[config.mk]
export PLATFORM = sky130hd
export DESIGN_NAME = button_press_command_sender_top
export DESIGN_NICKNAME = d
export VERILOG_FILES = /design/src/hdl/bpcs_pkg.sv /design/src/hdl/bpcs_cfg_regs.sv /design/src/hdl/bpcs_engine.sv /design/src/hdl/button_press_command_sender_top.sv
export SDC_FILE = /design/constraint.sdc
export NUM_CORES = 1
export LEC_CHECK = 0
export ABC_AREA = 1
export BUFFER_PORTS_ARGS = -buffer_cell sky130_fd_sc_hd__buf_2
export CAP_MARGIN = 20
export CORE_MARGIN = 2
export CORE_UTILIZATION = 60
export DETAILED_ROUTE_END_ITERATION = 10
export GPL_TIMING_DRIVEN = 0
export PLACE_DENSITY = 0.78
export SKIP_LAST_GASP = 1
export SYNTH_ARGS = -nofsm -noshare
export SYNTH_HDL_FRONTEND = slang
export SYNTH_HIERARCHICAL = 1
export SYNTH_SLANG_ARGS = --single-unit
export TNS_END_PERCENT = 50
[constraint.sdc]
create_clock -name clk -period 6 [get_ports clk]
set_input_delay 1.5 -clock clk [delete_from_list [all_inputs] [get_ports clk]]
set_output_delay 1.5 -clock clk [all_outputs]
set_load 0.01 [all_outputs]
[src/hdl/bpcs_pkg.sv]
package bpcs_pkg;

	localparam int HISTORY_BITS = 32;
	localparam int COMMAND_BITS = 10;
	localparam int BL_W = $clog2(COMMAND_BITS + 1);

	localparam int MS_W = 16;
	localparam int CFG_IDX_W = 3;
	localparam int CFG_DATA_W = 16;
	localparam int IN_TDATA_W = 8;
	localparam int OUT_TDATA_W = 8;

	localparam logic [CFG_IDX_W-1:0] REG_LONG_PRESS = 3'd0;
	localparam logic [CFG_IDX_W-1:0] REG_STARTUP_DELAY = 3'd1;
	localparam logic [CFG_IDX_W-1:0] REG_INIT_CMD = 3'd2;
	localparam logic [CFG_IDX_W-1:0] REG_PAIR_CMD = 3'd3;
	localparam logic [CFG_IDX_W-1:0] REG_OFF_CMD = 3'd4;

	localparam logic [MS_W-1:0] LONG_PRESS_RST = 16'd2000;
	localparam logic [MS_W-1:0] STARTUP_DELAY_RST = 16'd100;
	localparam logic [COMMAND_BITS-1:0] INIT_CMD_RST = COMMAND_BITS'(10'h084);
	localparam logic [COMMAND_BITS-1:0] PAIR_CMD_RST = COMMAND_BITS'(10'h004);
	localparam logic [COMMAND_BITS-1:0] OFF_CMD_RST = COMMAND_BITS'(10'h009);

	localparam logic [MS_W-1:0] MS_MAX = '1;
	localparam logic [HISTORY_BITS-1:0] HIST_ONES = '1;
	localparam logic [HISTORY_BITS-1:0] HIST_ZERO = '0;
	localparam logic [HISTORY_BITS-1:0] HIST_SLEEP = {{(HISTORY_BITS-1){1'b1}}, 1'b0};
	localparam logic [BL_W-1:0] BITS_FULL = BL_W'(COMMAND_BITS);

	typedef enum logic [2:0] {
		PH_STARTUP = 3'd0,
		PH_SEND_INIT = 3'd1,
		PH_ASLEEP = 3'd2,
		PH_AWAKE = 3'd3,
		PH_SEND_PAIR = 3'd4,
		PH_SEND_OFF = 3'd5
	} phase_t;

	typedef enum logic [1:0] {
		CW_FIRST_HIGH = 2'd0,
		CW_WAIT_LOW = 2'd1,
		CW_WAIT_HIGH = 2'd2
	} clk_wait_t;

	typedef struct packed {
		logic [MS_W-1:0] long_press_ms;
		logic [MS_W-1:0] startup_delay_ms;
		logic [COMMAND_BITS-1:0] init_command;
		logic [COMMAND_BITS-1:0] pair_command;
		logic [COMMAND_BITS-1:0] off_command;
	} cfg_t;

	typedef struct packed {
		logic module_clock;
		logic button_level;
		logic ms_tick;
	} item_t;

	typedef struct packed {
		logic asleep;
		logic busy_sending;
		logic data_bit;
		logic data_drive;
	} result_t;

endpackage

[src/hdl/bpcs_cfg_regs.sv]
module bpcs_cfg_regs (
	input  logic clk,
	input  logic arst_n,
	input  logic cfg_wen,
	input  logic [bpcs_pkg::CFG_IDX_W-1:0] cfg_index,
	input  logic [bpcs_pkg::CFG_DATA_W-1:0] cfg_wdata,
	output bpcs_pkg::cfg_t cfg
);

	bpcs_pkg::cfg_t cfg_q;

	always_ff @(posedge clk or negedge arst_n) begin
		if (!arst_n) begin
			cfg_q.long_press_ms <= bpcs_pkg::LONG_PRESS_RST;
			cfg_q.startup_delay_ms <= bpcs_pkg::STARTUP_DELAY_RST;
			cfg_q.init_command <= bpcs_pkg::INIT_CMD_RST;
			cfg_q.pair_command <= bpcs_pkg::PAIR_CMD_RST;
			cfg_q.off_command <= bpcs_pkg::OFF_CMD_RST;
		end else if (cfg_wen) begin
			case (cfg_index)
				bpcs_pkg::REG_LONG_PRESS: begin
					cfg_q.long_press_ms <= cfg_wdata[bpcs_pkg::MS_W-1:0];
				end
				bpcs_pkg::REG_STARTUP_DELAY: begin
					cfg_q.startup_delay_ms <= cfg_wdata[bpcs_pkg::MS_W-1:0];
				end
				bpcs_pkg::REG_INIT_CMD: begin
					cfg_q.init_command <= cfg_wdata[bpcs_pkg::COMMAND_BITS-1:0];
				end
				bpcs_pkg::REG_PAIR_CMD: begin
					cfg_q.pair_command <= cfg_wdata[bpcs_pkg::COMMAND_BITS-1:0];
				end
				bpcs_pkg::REG_OFF_CMD: begin
					cfg_q.off_command <= cfg_wdata[bpcs_pkg::COMMAND_BITS-1:0];
				end
				default: begin
				end
			endcase
		end
	end

	assign cfg = cfg_q;

endmodule

[src/hdl/bpcs_engine.sv]
module bpcs_engine (
	input  logic clk,
	input  logic arst_n,
	input  logic step,
	input  bpcs_pkg::item_t item,
	input  bpcs_pkg::cfg_t cfg,
	output bpcs_pkg::result_t result
);

	bpcs_pkg::phase_t phase_q, phase_n;
	logic [bpcs_pkg::HISTORY_BITS-1:0] hist_q, hist_n;
	logic [bpcs_pkg::MS_W-1:0] held_q, held_n;
	logic long_q, long_n;
	logic [bpcs_pkg::COMMAND_BITS-1:0] cmd_q, cmd_n;
	logic [bpcs_pkg::BL_W-1:0] bits_q, bits_n;
	bpcs_pkg::clk_wait_t cw_q, cw_n;
	logic [bpcs_pkg::MS_W-1:0] start_q, start_n;

	always_comb begin
		logic send_done;
		phase_n = phase_q;
		hist_n = hist_q;
		held_n = held_q;
		long_n = long_q;
		cmd_n = cmd_q;
		bits_n = bits_q;
		cw_n = cw_q;
		start_n = start_q;
		send_done = 1'b0;

		if (phase_q == bpcs_pkg::PH_STARTUP || phase_q == bpcs_pkg::PH_SEND_INIT) begin
			if (item.ms_tick && start_q != bpcs_pkg::MS_MAX) begin
				start_n = start_q + 1'b1;
			end
		end else if (phase_q != bpcs_pkg::PH_ASLEEP) begin
			if (item.ms_tick) begin
				hist_n = {hist_q[bpcs_pkg::HISTORY_BITS-2:0], item.button_level};
				if (held_q != bpcs_pkg::MS_MAX) begin
					held_n = held_q + 1'b1;
				end
			end
		end

		case (cw_q)
			bpcs_pkg::CW_FIRST_HIGH: begin
				if (item.module_clock) cw_n = bpcs_pkg::CW_WAIT_LOW;
			end
			bpcs_pkg::CW_WAIT_LOW: begin
				if (!item.module_clock) cw_n = bpcs_pkg::CW_WAIT_HIGH;
			end
			default: begin
				if (item.module_clock) begin
					if (bits_q != '0) bits_n = bits_q - 1'b1;
					if (bits_n == '0) begin
						send_done = 1'b1;
					end else begin
						cw_n = bpcs_pkg::CW_WAIT_LOW;
					end
				end
			end
		endcase
		if (!(phase_q inside {bpcs_pkg::PH_SEND_INIT, bpcs_pkg::PH_SEND_PAIR,
				bpcs_pkg::PH_SEND_OFF})) begin
			bits_n = bits_q;
			cw_n = cw_q;
			send_done = 1'b0;
		end

		case (phase_q)
			bpcs_pkg::PH_STARTUP: begin
				if (start_n >= cfg.startup_delay_ms) begin
					phase_n = bpcs_pkg::PH_SEND_INIT;
					cmd_n = cfg.init_command;
					bits_n = bpcs_pkg::BITS_FULL;
					cw_n = bpcs_pkg::CW_FIRST_HIGH;
				end
			end
			bpcs_pkg::PH_SEND_INIT, bpcs_pkg::PH_SEND_OFF: begin
				if (send_done) begin
					phase_n = bpcs_pkg::PH_ASLEEP;
					held_n = '0;
					hist_n = bpcs_pkg::HIST_SLEEP;
				end
			end
			bpcs_pkg::PH_ASLEEP: begin
				if (!item.button_level) phase_n = bpcs_pkg::PH_AWAKE;
			end
			bpcs_pkg::PH_AWAKE: begin
				if (!long_q && hist_n == bpcs_pkg::HIST_ZERO) begin
					if (held_n >= cfg.long_press_ms) begin
						long_n = 1'b1;
						phase_n = bpcs_pkg::PH_SEND_PAIR;
						cmd_n = cfg.pair_command;
						bits_n = bpcs_pkg::BITS_FULL;
						cw_n = bpcs_pkg::CW_FIRST_HIGH;
					end
				end else if (hist_n == bpcs_pkg::HIST_ONES) begin
					if (!long_q) begin
						phase_n = bpcs_pkg::PH_SEND_OFF;
						cmd_n = cfg.off_command;
						bits_n = bpcs_pkg::BITS_FULL;
						cw_n = bpcs_pkg::CW_FIRST_HIGH;
					end else begin
						phase_n = bpcs_pkg::PH_ASLEEP;
						held_n = '0;
						hist_n = bpcs_pkg::HIST_SLEEP;
					end
					long_n = 1'b0;
				end
			end
			bpcs_pkg::PH_SEND_PAIR: begin
				if (send_done) phase_n = bpcs_pkg::PH_AWAKE;
			end
			default: begin
				phase_n = bpcs_pkg::PH_STARTUP;
			end
		endcase
	end

	always_comb begin
		logic sending;
		logic [bpcs_pkg::COMMAND_BITS-1:0] shifted;
		sending = phase_n inside {bpcs_pkg::PH_SEND_INIT, bpcs_pkg::PH_SEND_PAIR,
			bpcs_pkg::PH_SEND_OFF};
		shifted = '0;
		if (cw_n == bpcs_pkg::CW_WAIT_HIGH && bits_n != '0) begin
			shifted = cmd_n >> (bits_n - 1'b1);
		end else if (cw_n == bpcs_pkg::CW_WAIT_LOW && bits_n < bpcs_pkg::BITS_FULL) begin
			shifted = cmd_n >> bits_n;
		end
		result.data_drive = sending;
		result.data_bit = sending & shifted[0];
		result.busy_sending = sending;
		result.asleep = (phase_n == bpcs_pkg::PH_ASLEEP);
	end

	always_ff @(posedge clk or negedge arst_n) begin
		if (!arst_n) begin
			phase_q <= bpcs_pkg::PH_STARTUP;
			hist_q <= bpcs_pkg::HIST_ONES;
			held_q <= '0;
			long_q <= 1'b0;
			cmd_q <= '0;
			bits_q <= '0;
			cw_q <= bpcs_pkg::CW_FIRST_HIGH;
			start_q <= '0;
		end else if (step) begin
			phase_q <= phase_n;
			hist_q <= hist_n;
			held_q <= held_n;
			long_q <= long_n;
			cmd_q <= cmd_n;
			bits_q <= bits_n;
			cw_q <= cw_n;
			start_q <= start_n;
		end
	end

endmodule

[src/hdl/button_press_command_sender_top.sv]
// Data path: a transaction accepted on the slave side is held in an input register; its result
// is captured in a result register and given on the master side.
// Throughput: one transaction per cycle, sustained while the master side is not stalled.
// Reset: arst_n asynchronously clears the valid flags, configuration and engine state to their
// default values, and the block starts in its start-up delay; the data registers are not reset.
module button_press_command_sender_top (
	input  logic clk,
	input  logic arst_n,
	input  logic s_tvalid,
	output logic s_tready,
	input  logic [bpcs_pkg::IN_TDATA_W-1:0] s_tdata, // ms_tick, button_level, module_clock
	output logic m_tvalid,
	input  logic m_tready,
	output logic [bpcs_pkg::OUT_TDATA_W-1:0] m_tdata, // data_drive, data_bit, busy_sending, asleep
	input  logic cfg_wen,
	input  logic [bpcs_pkg::CFG_IDX_W-1:0] cfg_index,
	input  logic [bpcs_pkg::CFG_DATA_W-1:0] cfg_wdata
);

	bpcs_pkg::cfg_t cfg;
	bpcs_pkg::item_t item_s1;
	bpcs_pkg::result_t result, result_s2;
	logic valid_s1, valid_s2, advance;

	assign advance = valid_s1 && (!valid_s2 || m_tready);
	assign s_tready = !valid_s1 || advance;

	always_ff @(posedge clk or negedge arst_n) begin
		if (!arst_n) begin
			valid_s1 <= 1'b0;
			valid_s2 <= 1'b0;
		end else begin
			if (s_tready) valid_s1 <= s_tvalid;
			if (advance) begin
				valid_s2 <= 1'b1;
			end else if (m_tready) begin
				valid_s2 <= 1'b0;
			end
		end
	end

	always_ff @(posedge clk) begin
		if (s_tready && s_tvalid) item_s1 <= s_tdata[2:0];
		if (advance) result_s2 <= result;
	end

	bpcs_cfg_regs u_cfg (
		.clk(clk),
		.arst_n(arst_n),
		.cfg_wen(cfg_wen),
		.cfg_index(cfg_index),
		.cfg_wdata(cfg_wdata),
		.cfg(cfg)
	);

	bpcs_engine u_engine (
		.clk(clk),
		.arst_n(arst_n),
		.step(advance),
		.item(item_s1),
		.cfg(cfg),
		.result(result)
	);

	assign m_tvalid = valid_s2;
	assign m_tdata = {(bpcs_pkg::OUT_TDATA_W-4)'(0), result_s2};

endmodule

### Word level (Yosys, flattened, before mapping)

Cells that the tools add are included.

| cells by class | value |
|---|---|
| shift-type cells | 2 |
| add/sub/neg operators | 4 |
| bitwise logic cells | 1 |
| $lt $le $gt $ge | 3 |
| reduce and logical (&&, ||, !) cells | 31 |
| muxes and demuxes | 69 |
| eq/ne operators | 21 |

Operators by type and width:

| operator | count |
|---|---|
| $mux W32 | 7 |
| $mux W16 | 10 |
| $pmux W32 S2 | 1 |
| $mux W10 | 5 |
| $mux W4 | 11 |
| $add A16 B1 Y16 const B | 2 |
| $eq A32 B32 Y1 const B | 1 |
| $ge A16 B16 Y1 | 2 |
| $logic_not A32 Y1 | 1 |
| $ne A16 B16 Y1 const B | 2 |
| $pmux W16 S2 | 1 |
| $mux W3 | 8 |
| $mux W2 | 10 |
| $pmux W10 S2 | 1 |
| $shr A10 B4 Y1 | 2 |
| $eq A3 B2 Y1 const B | 5 |
| $eq A3 B3 Y1 const B | 5 |
| $pmux W3 S5 | 1 |
| $mux W1 | 11 |
| $reduce_and A2 Y1 | 5 |
| $eq A3 B1 Y1 const B | 3 |
| $pmux W2 S2 | 2 |
| $pmux W4 S2 | 1 |
| $reduce_bool A4 Y1 | 2 |
| other kinds (17) | 32 |

| word-level totals | value |
|---|---|
| word-level logic and storage cells | 152 |
| flip-flop bits (word level) | 154 |
| output and inout bits | 10 |
| input bits | 32 |

### Logic depth before layout (Yosys ltp)

Gate-level depths: netlist of run 1.

| depth | value |
|---|---|
| word-level depth | 18 |
| mapped depth | 36 |
| mapped depth without buffers | 36 |

### Modules after synthesis

Netlist of run 1, hierarchy kept.

By module, submodules not included:

| module | area each (um^2) | instances | cells an instance | seq. area each (um^2) |
|---|---|---|---|---|
| bpcs_engine | 7,160.6 | 1 | 1,113 | 2,142.1 |
| bpcs_cfg_regs | 2,504.9 | 1 | 278 | 1,569.0 |
| button_press_command_sender_top | 339.1 | 1 | 24 | 260.2 |

### Worst setup path before layout of run 1

OpenSTA, ideal clock, no wires.

| timing | value |
|---|---|
| path kind | register to register |
| from | reg u_engine/start_q[0] (netlist name) |
| to | reg result_s2 (netlist bit m_tdata[1]) (data pin) |
| data arrival time | 4.167 ns |
| clock period less this slack | 4.422 ns |
| setup time | 0.255 ns |
| required time | 5.745 ns |
| path buffers | 1 |
| stages on the path, launching flop included | 35 |
| path slack | 1.578 ns |
| cells stage by stage | dfrtp_1 -> ha_1 -> nand3_1 -> nor2_1 -> nand4_1 -> inv_1 -> a41oi_1 -> nand2_1 -> inv_1 -> nand2_1 -> nor2_1 -> nand3_1 -> nor2_1 -> nand3_1 -> nor2_1 -> xor2_1 -> ha_1 -> a21oi_1 -> o21ai_0 -> a21oi_1 -> nand3_1 -> nand2_1 -> nand2_1 -> nand2_4 -> nand2_4 -> buf_6 -> ha_1 -> inv_1 -> nand3_1 -> nand3_1 -> nand3_1 -> nand2_1 -> nand2_1 -> nand2_1 -> a21oi_2 |

RTL lines:

| element | RTL line | text |
|---|---|---|
| start: declaration | bpcs_engine.sv:17 | `logic [bpcs_pkg::MS_W-1:0] start_q, start_n;` |
| start signal: assignment | bpcs_engine.sv:155 | `start_q <= start_n;` |
| end signal: assignment | button_press_command_sender_top.sv:44 | `if (advance) result_s2 <= result;` |
| end: declaration | button_press_command_sender_top.sv:22 | `bpcs_pkg::result_t result, result_s2;` |

==> results of run 1 <==
## routing by layer
metal  routed length [um]  vias up  track usage (%)
met5                    0        -                0
met4                  934        0             13.2
met3                 1960       74             5.10
met2                12200      414             49.4
met1                11800     4487             43.4
li1                     -     4693                -
## worst paths after layout
check / slack (ns) / endpoint / startpoint
max in group asynchronous: 4.08 / u_engine/hist_q[2] / arst_n
min reg2reg: 0.46 / u_cfg/cfg[27] / u_cfg/cfg[27]
max: 0.68 / m_tdata[1] / item_s1[0]
min: 0.46 / u_cfg/cfg[27] / u_cfg/cfg[27]
max reg2reg: 0.68 / m_tdata[1] / item_s1[0]
min in group asynchronous: 1.04 / u_cfg/cfg[61] / arst_n
## through the flow
| stage | hold WS (ns) | setup WS, ns | util (%) | total power, mW |
|---|---|---|---|---|
| finish | 0.464 | 0.684 | 67.4 | 4.55 |
| global route | 0.484 | 0.0721 | 67.4 | 4.88 |
| CTS | 0.467 | 0.660 | 67.4 | 4.52 |
| detailed placement | 0.456 | 0.680 | 63.7 | 3.37 |
| global placement | 0.453 | 0.675 | 63.5 | 3.32 |
| floorplan | 0.437 | 1.58 | - | 2.92 |
## final cells by class
type,count,area [um^2]
buffer,55,323
clock buffer,20,447
clock inverter,12,165
fill,1434,5370
inverter,157,589
multi-input combinational,1051,5130
sequential,155,3970
tap,220,275
timing repair buffer,33,194
## registers in the layout, indices dropped and copies added (netlist names)
name and count:
u_engine/cw_q 2, u_engine/phase_q 3, m_tvalid 1, u_engine/start_q 16
item_s1 3, u_engine/held_q 16, u_engine/long_q 1, u_cfg/cfg 62
valid_s1 1, u_engine/bits_q 4, m_tdata 4, u_engine/hist_q 32
u_engine/cmd_q 10
## placed cells by master, fill, tap and decap left out, drive strengths merged, types with 3 or more instances in the layout
cell	instances
a21oi	28
a31oi	5
buf	64
bufinv	3
clkbuf	44
clkinv	7
conb	4
dfrtp	102
dfstp	46
edfxtp	7
ha	36
inv	157
nand2	511
nand3	184
nand4	27
nor2	94
nor3	13
nor4	6
o2111ai	4
o21ai	97
o22ai	3
xor2	27
## power by group through the flow
stage | combinational (mW) | sequential (mW) | clock (mW)
after CTS | 1.79 | 1.59 | 1.14
after global routing | 2.06 | 1.63 | 1.19
after detailed placement | 1.77 | 1.60 | 0
after global placement | 1.73 | 1.59 | 0
after floorplan | 1.37 | 1.55 | 0
final | 1.82 | 1.59 | 1.13
## kinds of logic (layout without fill, tap and decap cells)
family,Yosys count,after routing,synth area share [%]
other cells,1,4,0.0375
buf+inv,212,277,9.12
compound gates,145,145,7.80
xor+xnor,28,28,2.45
simple gates,838,838,36.4
fa+ha+maj,36,36,4.50
flops,155,155,39.7
## critical path: cells and delay by family, from the launching register on
family,cells,cell delay [ns]
adders and majority gates,2,0.53
xor gates and xnor gates,1,0.25
and+or+nand+nor,19,2.27
DFF,1,0.32
buffers and inverters,7,1.15
AOI/OAI and AO/OA,5,0.55
## cells in the mapped netlist (12+ instances only)
cell                         n
sky130_fd_sc_hd__clkbuf_1   24
sky130_fd_sc_hd__ha_1       36
sky130_fd_sc_hd__nor3_1     13
sky130_fd_sc_hd__o21ai_0    96
sky130_fd_sc_hd__xor2_1     27
sky130_fd_sc_hd__buf_2      12
sky130_fd_sc_hd__nand3_1   179
sky130_fd_sc_hd__dfstp_2    46
sky130_fd_sc_hd__nand2_2    17
sky130_fd_sc_hd__dfrtp_1   102
sky130_fd_sc_hd__a21oi_1    27
sky130_fd_sc_hd__nor2_1     82
sky130_fd_sc_hd__inv_1     145
sky130_fd_sc_hd__nand4_1    27
sky130_fd_sc_hd__nand2_1   488
==> results.toml, run 1 <==
[sta]
finalClockSkew_ns = 0.00862
timing.setup.tns_ns = 0
rsz0062_at_grt = "no"
max_slew.worst_pin.slew_ns = 0.871
slew_headroom_pct = 41.6
fin_crit_sh_pct = 88.6
finalSetupViolations = 0
finalMaxSlewViolations = 0
fmax_mhz = 188
min_period_ns = 5.32
final-hold-violation-count = 0

[finish]
final_layout_size_suffix_gt1_share_pct = 12.9
diodes = 0
fin_nets = 1538
layout-area-overhead-vs-synth_pct = 10.9
layoutNonFillerInstCount = 1703
finalInstanceArea_um2 = 11100

[floorplan]
floorplan.die.width_um = 133
std_cell_rows = 47
die_area_um2 = 17700
io_pins = 42
floorplan.initialDensity_pct = 60.8
core_um2 = 16500
die_y_um = 133

[clocking]
cts.reportedPaths.clkPinSlew_ns = 0.07
clock_insertion_delay_worst_skew_ns = 0.43
post_cts_buffers = 0
clockBufferDepth = 2
cts_tree = "yes"
clkSinkCount = 155
cts_resized = 0
cts_hold_repair.buffers = 0
h-tree-depth = 4
tritoncts.num_buffers = 17
cts_root_buf = "sky130_fd_sc_hd__clkbuf_16"

[power]
pwr-share-seq_pct = 35.0
vdd_drop_max_uv = 236
pwr_density_cell_nw_per_um2 = 410
internal_power_mw = 2.70
power.share.combinational_pct = 40.1
static-leakage-power_nw = 5.48
sw_pwr_mw = 1.85
power.clock.fraction_pct = 24.8
p_sw_share_pct = 40.6

[worst_setup_path]
slowest_stage = "sky130_fd_sc_hd__edfxtp_1"
worst-path-max-fanout = 10
worst_r2r_path_depth = 34
critical-path-top-cell-by-count = "sky130_fd_sc_hd__nand2_1"
start_kind = "flip-flop"
timing_worst_setup_path_type = "flip-flop to flip-flop"
worst_setup_ep_type = "flip-flop"
cp_slowest_stage_delay_ns = 0.32
cp_data_required_time_ns = 6.19
cp.arrival_ns = 5.51

[yosys]
synth-seq-cells = 155
post_synth.cell_area_avg_um2 = 7.07
yosys-top-cells-area = "sky130_fd_sc_hd__dfrtp_1 (26%), sky130_fd_sc_hd__nand2_1 (18%), sky130_fd_sc_hd__dfstp_2 (12%)"
seq_area_frac_synth_pct = 39.7
netlist.area_leader.share_pct = 25.5
count_of_flip_flops_with_a_built_in_enable_after_synthesis = 7
postSynthCellCount = 1415
synthDistinctLibCells = 41
ys_warn_count = 6
flip_flop_cell_with_the_highest_count_after_synthesis = "sky130_fd_sc_hd__dfrtp_1"
synthArstFlopShare_pct = 95.5
synth_area_um2 = 10000
yosysTopAreaCell = "sky130_fd_sc_hd__dfrtp_1"

[hold_path]
worst_hold_path.num_cells = 2
hold_class = "flip-flop to flip-flop"

[route]
drt.antenna.violating_nets = 0
vias_per_cell = 5.68
wl_per_cell_um = 15.8
route.detailed.drc = 0
num_vias = 9668
wl_um = 26900
firstDrtPassIters = 6
dr.first_iter.drc_count = 957

[job]
max_cap_viol_count = 0

[grt]
antenna_violations_before_repair = 0
grt_overflow_total = 0
grt_use_total_pct = 31.3
grt_pass1_wl_um = 44100
grt_pass1_vias = 8932
grt_start_max_net_pins = 92

[place]
hpwlAfterDp_um = 19200
place_congestion = 0.942
placed_cell_area_um2 = 10500
port_buffers = 32
place_inst = 1671

[outcome]
status = "complete, no violations"
(Power assumes the default switching activity.)
==> run 2: changes to the inputs <==
--- a/config.mk
+++ b/config.mk
@@ -5,7 +5,6 @@
 export SDC_FILE = /design/constraint.sdc
 export NUM_CORES = 1
 export LEC_CHECK = 0
-export ABC_AREA = 1
 export BUFFER_PORTS_ARGS = -buffer_cell sky130_fd_sc_hd__buf_2
 export CAP_MARGIN = 20
 export CORE_MARGIN = 2
==> run 2 against run 1 <==
Die area fell by 12%. Clock skew is 0.0014 ns lower. Via count fell by 27%. Sequential share of layout area is 3.6 points higher. Non-clock buffer count is the same. First-iteration DRC count shrank 31%. Area after synthesis shrank 12%. Fmax shrank 8.3%. Total power fell by 13%. Routed wire length down 18%. Core utilization rose by 2.6 points. Highest routed layer unchanged.
==> results.toml, run 2 <==
[yosys]
synthArstFlopShare_pct = 95.5
postSynthCellCount = 844
synth-seq-cells = 155
post_synth.cell_area_avg_um2 = 10.4
synth_top_cells_by_count = "sky130_fd_sc_hd__dfrtp_1 (102), sky130_fd_sc_hd__mux2_2 (66), sky130_fd_sc_hd__nand2_1 (61), sky130_fd_sc_hd__nor2_1 (49), sky130_fd_sc_hd__inv_1 (47)"
yosysTopAreaCell = "sky130_fd_sc_hd__dfrtp_1"
yosys-top-cells-area = "sky130_fd_sc_hd__dfrtp_1 (29%), sky130_fd_sc_hd__dfstp_2 (14%), sky130_fd_sc_hd__mux2_2 (8.5%)"
synth_area_um2 = 8790
ys_warn_count = 6
seq_area_frac_synth_pct = 45.2
yosys.cell_count.top_type = "sky130_fd_sc_hd__dfrtp_1"
synthDistinctLibCells = 80
count_of_flip_flops_with_a_built_in_enable_after_synthesis = 7
flip_flop_cell_with_the_highest_count_after_synthesis = "sky130_fd_sc_hd__dfrtp_1"
netlist.area_leader.share_pct = 29.0

[clocking]
cts_root_buf = "sky130_fd_sc_hd__clkbuf_16"
clock_insertion_delay_worst_skew_ns = 0.43
cts_hold_repair.buffers = 0
clkSinkCount = 155
tritoncts.num_buffers = 17
cts.reportedPaths.clkPinSlew_ns = 0.07
h-tree-depth = 4
clockBufferDepth = 2
cts_tree = "yes"

[finish]
final_core_util_pct = 70.0
leading_cell_type_in_the_layout_fill_and_taps_excluded = "sky130_fd_sc_hd__dfrtp_1"
layout-area-overhead-vs-synth_pct = 14.9
largest_reg_flops = 62
fin_nets = 979
filler_cell_count = 1079
diodes = 0
multi_input_gate_area_in_the_final_layout_um2 = 4580
most-common-layout-cells = "sky130_fd_sc_hd__dfrtp_1 (99), sky130_fd_sc_hd__mux2_2 (66), sky130_fd_sc_hd__nand2_1 (59), sky130_fd_sc_hd__nor2_1 (47), sky130_fd_sc_hd__inv_1 (47)"
final_layout_size_suffix_gt1_share_pct = 28.0
seq_area_um2 = 3980

[place]
port_buffers = 32
hpwlAfterDp_um = 14600
dp_worst_setup_slack_ns = -0.890
place_congestion = 0.943

[sta]
max_slew.worst_pin.slew_ns = 0.932
post-route-worst-setup-slack_ns = 0.202
slew_headroom_pct = 37.9
final-hold-violation-count = 0
finalMaxSlewViolations = 0
finalClockSkew_ns = 0.00721
min_period_ns = 5.80
fin_crit_sh_pct = 96.6
whs_ns = 0.506
timing.setup.tns_ns = 0
finalSetupViolations = 0
fmax_mhz = 172

[worst_setup_path]
worst_setup_ep_type = "flip-flop"
cp.arrival_ns = 5.96
slowest_stage = "sky130_fd_sc_hd__or4_4"
cp_data_required_time_ns = 6.17
cp_slowest_stage_delay_ns = 0.54
timing_worst_setup_path_type = "flip-flop to flip-flop"
worst-path-max-fanout = 7
start_kind = "flip-flop"
cell_by_cell_listing_of_the_critical_path = "nand4_1 > nor2_2 > nand3_2 > nor3_4 > nor2_1 > and3_1 > and3_1 > xor2_1 > ha_1 > a21oi_1 > nor2_1 > a211oi_4 > a2111oi_4 > o31a_4 > nor3_4 > buf_4 > inv_1 > ha_2 > or2_2 > o21a_1 > or4_4 > o211a_1 > o2bb2ai_1"

[route]
wl_per_cell_um = 19.9
dr.first_iter.drc_count = 661
route.detailed.drc = 0
wl_um = 22000
firstDrtPassIters = 6
num_vias = 7033
drt.antenna.violating_nets = 0
vias_per_cell = 6.35

[grt]
grt_use_total_pct = 28.5
grt_start_max_net_pins = 90
grt_pass1_wl_um = 35400
antenna_violations_before_repair = 0
grt_overflow_total = 0
grt_pass1_vias = 6882

[floorplan]
std_cell_rows = 44
io_pins = 42
die_area_um2 = 15600
floorplan.die.width_um = 125
floorplan.initialDensity_pct = 60.9
core_um2 = 14400
die_y_um = 125

[job]
max_cap_viol_count = 0

[power]
pwr_density_cell_nw_per_um2 = 392
vdd_drop_max_uv = 415
static-leakage-power_nw = 4.35
finalPower_mw = 3.95

[hold_path]
hold_class = "flip-flop to flip-flop"

[outcome]
status = "complete, no violations"
==> run 2: cell types whose count changed in the layout (fill, tap and decap cells not counted), sizes merged, moves of 13 or more <==
cell / delta
and3: +15
mux2: +66
nand3: -155
inv: -106
nor2: -44
o21ai: -65
a21oi: +13
xnor2: +29
o22a: +31
nand2: -450
==> run 2: logic make-up (layout without fill, tap and decap cells) <==
| kind of cell | Yosys count | in the layout | synth area share (%) |
|---|---|---|---|
| buffers and inverters | 90 | 167 | 4.54 |
| other | 1 | 4 | 0.0427 |
| adder cells (fa/ha/maj) | 36 | 36 | 5.12 |
| XOR/XNOR | 48 | 48 | 4.78 |
| multiplexers | 70 | 70 | 8.91 |
| AND/OR/NAND/NOR | 248 | 248 | 14.9 |
| AO/OA/AOI/OAI | 196 | 196 | 16.5 |
| flip-flops | 155 | 155 | 45.2 |
==> run 2: final timing paths <==
kind,slack [ns],end,depth (start not counted),from
max in group asynchronous,4.12,u_cfg/cfg[32],2,arst_n
min in group asynchronous,1.04,u_engine/held_q[2],1,arst_n
worst max register to register,0.20,m_tdata[1],23,u_engine/held_q[2]
worst min-delay path,0.51,u_cfg/cfg[45],1,u_cfg/cfg[45]
worst max-delay path,0.20,m_tdata[1],23,u_engine/held_q[2]
worst min register to register,0.51,u_cfg/cfg[45],1,u_cfg/cfg[45]
==> run 2: layout make-up <==
| type | count | share of cell area, % |
|---|---|---|
| sequential | 155 | 39.4 |
| multi-input combinational | 602 | 45.3 |
| inverter | 47 | 1.75 |
| timing repair buffer | 50 | 3.18 |
| clock buffer | 17 | 4.21 |
| tap | 184 | 2.28 |
| clock inverter | 15 | 1.88 |
| buffer | 38 | 2.04 |
==> run 2: metal layers <==
metal	up-vias	wire length (um)	track usage, %
met5	-	0	0
met4	0	480	9.48
met3	46	1500	6.93
met2	279	10600	45.4
met1	3473	9480	38.6
li1	3235	-	-
==> run 2: critical path, delay by kind of cell, from the launching register on <==
kind                     cells  cell delay (ns)
flip-flops                   1             0.43
adder cells (fa/ha/maj)      2             0.51
buffers and inverters        2             0.24
AO/OA/AOI/OAI                7             1.59
XOR/XNOR                     1             0.20
AND/OR/NAND/NOR             11             2.57
==> run 2: through the flow <==
stage                     area (um^2)  std cells
after floorplan                  8800        847
after global placement           9190       1063
after detailed placement         9230       1064
after CTS                        9960       1097
after global routing            10100       1108
final                           10100       1108
==> run 2: report_power, final <==
part / internal (mW) / switching [mW]
clock: 0.663 / 0.465
combinational: 0.564 / 0.702
sequential: 1.35 / 0.213
==> run 2: timing repair <==
action                     CTS  global route
setup endpoints to repair    1             1
pin swaps                    4            13
resized for setup           19            16
setup buffers                5            12
cloned                       0             0
==> run 3: changes to the inputs <==
--- a/config.mk
+++ b/config.mk
@@ -10,7 +10,6 @@
 export CORE_MARGIN = 2
 export CORE_UTILIZATION = 60
 export DETAILED_ROUTE_END_ITERATION = 10
-export GPL_TIMING_DRIVEN = 0
 export PLACE_DENSITY = 0.78
 export SKIP_LAST_GASP = 1
 export SYNTH_ARGS = -nofsm -noshare
==> run 3 against run 2 <==
Count of clock-buffer cells in the layout increased by 9. Global-route usage down 0.92 points. First-iteration DRC count decreased by 6.4%. Worst hold slack better by 0.0027 ns. Die area is the same. Largest cell class unchanged.
==> results.toml, run 3 (synthesized netlist as in run 2, its figures left out) <==
[finish]
most-common-layout-cells = "sky130_fd_sc_hd__dfrtp_1 (96), sky130_fd_sc_hd__mux2_2 (66), sky130_fd_sc_hd__nand2_1 (60), sky130_fd_sc_hd__nor2_1 (48), sky130_fd_sc_hd__inv_1 (47)"
layout-area-overhead-vs-synth_pct = 12.1
seq_area_um2 = 3980
largest_reg_flops = 62
diodes = 0
layoutNonFillerInstCount = 1077
leading_cell_type_in_the_layout_fill_and_taps_excluded = "sky130_fd_sc_hd__dfrtp_1"
filler_cell_count = 1053
multi_input_gate_area_in_the_final_layout_um2 = 4530
fin_nets = 948
final_layout_size_suffix_gt1_share_pct = 26.9

[power]
static-leakage-power_nw = 4.25
vdd_drop_max_uv = 285
pwr_density_cell_nw_per_um2 = 392

[hold_path]
hold_path_startpoint = "u_cfg/cfg[14]"
min_to = "u_cfg/cfg[14]"
worst_hold_path.num_cells = 1
hold_class = "flip-flop to flip-flop"

[sta]
post-route-worst-setup-slack_ns = 0.294
fmax_mhz = 175
final-hold-violation-count = 0
min_period_ns = 5.71
slew_headroom_pct = 24.7
finalSetupViolations = 0
finalMaxSlewViolations = 0
max_slew.worst_pin.slew_ns = 1.13
fin_crit_sh_pct = 95.1
finalClockSkew_ns = 0.00795

[place]
port_buffers = 32
place_congestion = 0.919
place_inst = 1035
dp_worst_setup_slack_ns = 0.0976
hpwlAfterDp_um = 14500

[clocking]
clkSinkCount = 155
cts_hold_repair.buffers = 0
cts_root_buf = "sky130_fd_sc_hd__clkbuf_16"
h-tree-depth = 4
clockBufferDepth = 2
cts.reportedPaths.clkPinSlew_ns = 0.06
clock_insertion_delay_worst_skew_ns = 0.42
tritoncts.num_buffers = 17
cts_tree = "yes"

[grt]
grt_use_total_pct = 27.6
grt_pass1_vias = 7102
antenna_violations_before_repair = 0
grt_start_max_net_pins = 104
grt_pass1_wl_um = 34800
grt_overflow_total = 0

[floorplan]
floorplan.die.width_um = 125
std_cell_rows = 44
core_um2 = 14400
die_area_um2 = 15600
die_y_um = 125
io_pins = 42
floorplan.initialDensity_pct = 60.9

[route]
num_vias = 6854
drt.antenna.violating_nets = 0
wl_per_cell_um = 19.8
dr.first_iter.drc_count = 619
firstDrtPassIters = 6
wl_um = 21300
route.detailed.drc = 0
vias_per_cell = 6.36

[worst_setup_path]
worst_setup_ep_type = "flip-flop"
cp.arrival_ns = 5.86
reg2reg_setup_slack_ns = 0.29
cell_by_cell_listing_of_the_critical_path = "inv_1 > or3_4 > a31oi_2 > and3_1 > and3_2 > and3_4 > and3_1 > nand3_1 > xnor2_1 > ha_1 > a211oi_2 > o21bai_1 > a2111oi_2 > a21oi_2 > and2_1 > nor3_2 > inv_1 > ha_1 > or2_2 > o21a_1 > or4_1 > o211a_1 > o2bb2ai_1"
worst-path-max-fanout = 5
timing_worst_setup_path_type = "flip-flop to flip-flop"
crit-reg2reg-capture = "m_tdata[1]"
cp_slowest_stage_delay_ns = 0.52
timing.critical_path.buf_inv = 2
path_delay_family = "simple AND/OR/NAND/NOR gates"
cp_data_required_time_ns = 6.16
reg2reg_from = "item_s1[0]"
slowest_stage = "sky130_fd_sc_hd__or4_1"
start_kind = "flip-flop"
worst_r2r_path_depth = 23

[outcome]
status = "complete, no violations"

[job]
max_cap_viol_count = 0
[run 3: cell count changes in the layout (fill, tap and decap cells not counted), moves of 3 or more]
cell	delta
sky130_fd_sc_hd__buf_2	-6
sky130_fd_sc_hd__and3_1	+3
sky130_fd_sc_hd__dfrtp_1	-3
sky130_fd_sc_hd__clkinv_4	-4
sky130_fd_sc_hd__and3_4	-3
sky130_fd_sc_hd__dfrtp_2	+3
sky130_fd_sc_hd__buf_6	-4
sky130_fd_sc_hd__clkbuf_8	+4
sky130_fd_sc_hd__clkbuf_1	-16
[run 3: area by class of cell]
| type | count | share of cell area (%) |
|---|---|---|
| timing repair buffer | 57 | 3.59 |
| clock inverter | 6 | 0.864 |
| multi-input combinational | 602 | 46.0 |
| tap | 184 | 2.34 |
| sequential | 155 | 40.4 |
| clock buffer | 26 | 5.07 |
| inverter | 47 | 1.79 |
[run 3: worst max path at each step]
stage | start | endpoint | slack, ns | depth (start not counted)
detailed placement | u_engine/start_q[2] | m_tdata[1] | 0.1 | 23
finish | item_s1[0] | m_tdata[1] | 0.29 | 23
global placement | u_engine/start_q[2] | m_tdata[1] | 0.20 | 23
floorplan | u_engine/start_q[2] | m_tdata[1] | 0.05 | 26
CTS | u_engine/start_q[2] | m_tdata[1] | 0.05 | 23
global route | u_engine/start_q[3] | m_tdata[1] | -0.02 | 23
[run 3: worst register-to-register path: cells and delay by family (launching register included)]
kind                       cells  cell delay [ns]
xor gates and xnor gates       1             0.15
buffers and inverters          2             0.22
adders and majority gates      2             0.56
DFF                            1             0.40
AOI/OAI and AO/OA              8             1.52
and+or+nand+nor               10             2.60
[run 3: where the power goes]
| group | total (mW) | internal, mW | switching, mW | leakage [nW] |
|---|---|---|---|---|
| clock network | 1.07 | 0.657 | 0.410 | 0.285 |
| logic | 1.23 | 0.551 | 0.676 | 2.17 |
| registers | 1.57 | 1.35 | 0.217 | 1.79 |
[run 3: per-layer routing]
| metal | track usage (%) | wire [um] |
|---|---|---|
| met5 | 0 | 0 |
| met4 | 11.8 | 573 |
| met3 | 6.03 | 1050 |
| met2 | 45.6 | 10500 |
| met1 | 35.2 | 9130 |
[run 3: timing repair]
| action | CTS | global route |
|---|---|---|
| setup endpoints to repair | 1 | 1 |
| resized for setup | 1 | 21 |
| pin swaps | 0 | 5 |
| gates cloned | 0 | 0 |
| setup buffers | 0 | 10 |
[run 3: through the flow]
step | instance area [um^2] | hold slack, ns | util [%] | power, mW | TNS (ns)
CTS | 9690 | 0.510 | 67.2 | 3.80 | 0
detailed placement | 9100 | 0.497 | 63.1 | 2.71 | 0
finish | 9850 | 0.509 | 68.3 | 3.86 | 0
global placement | 9100 | 0.482 | 63.1 | 2.65 | 0
floorplan | 8800 | 0.465 | - | 2.39 | 0
global route | 9850 | 0.524 | 68.3 | 4.08 | -0.0178
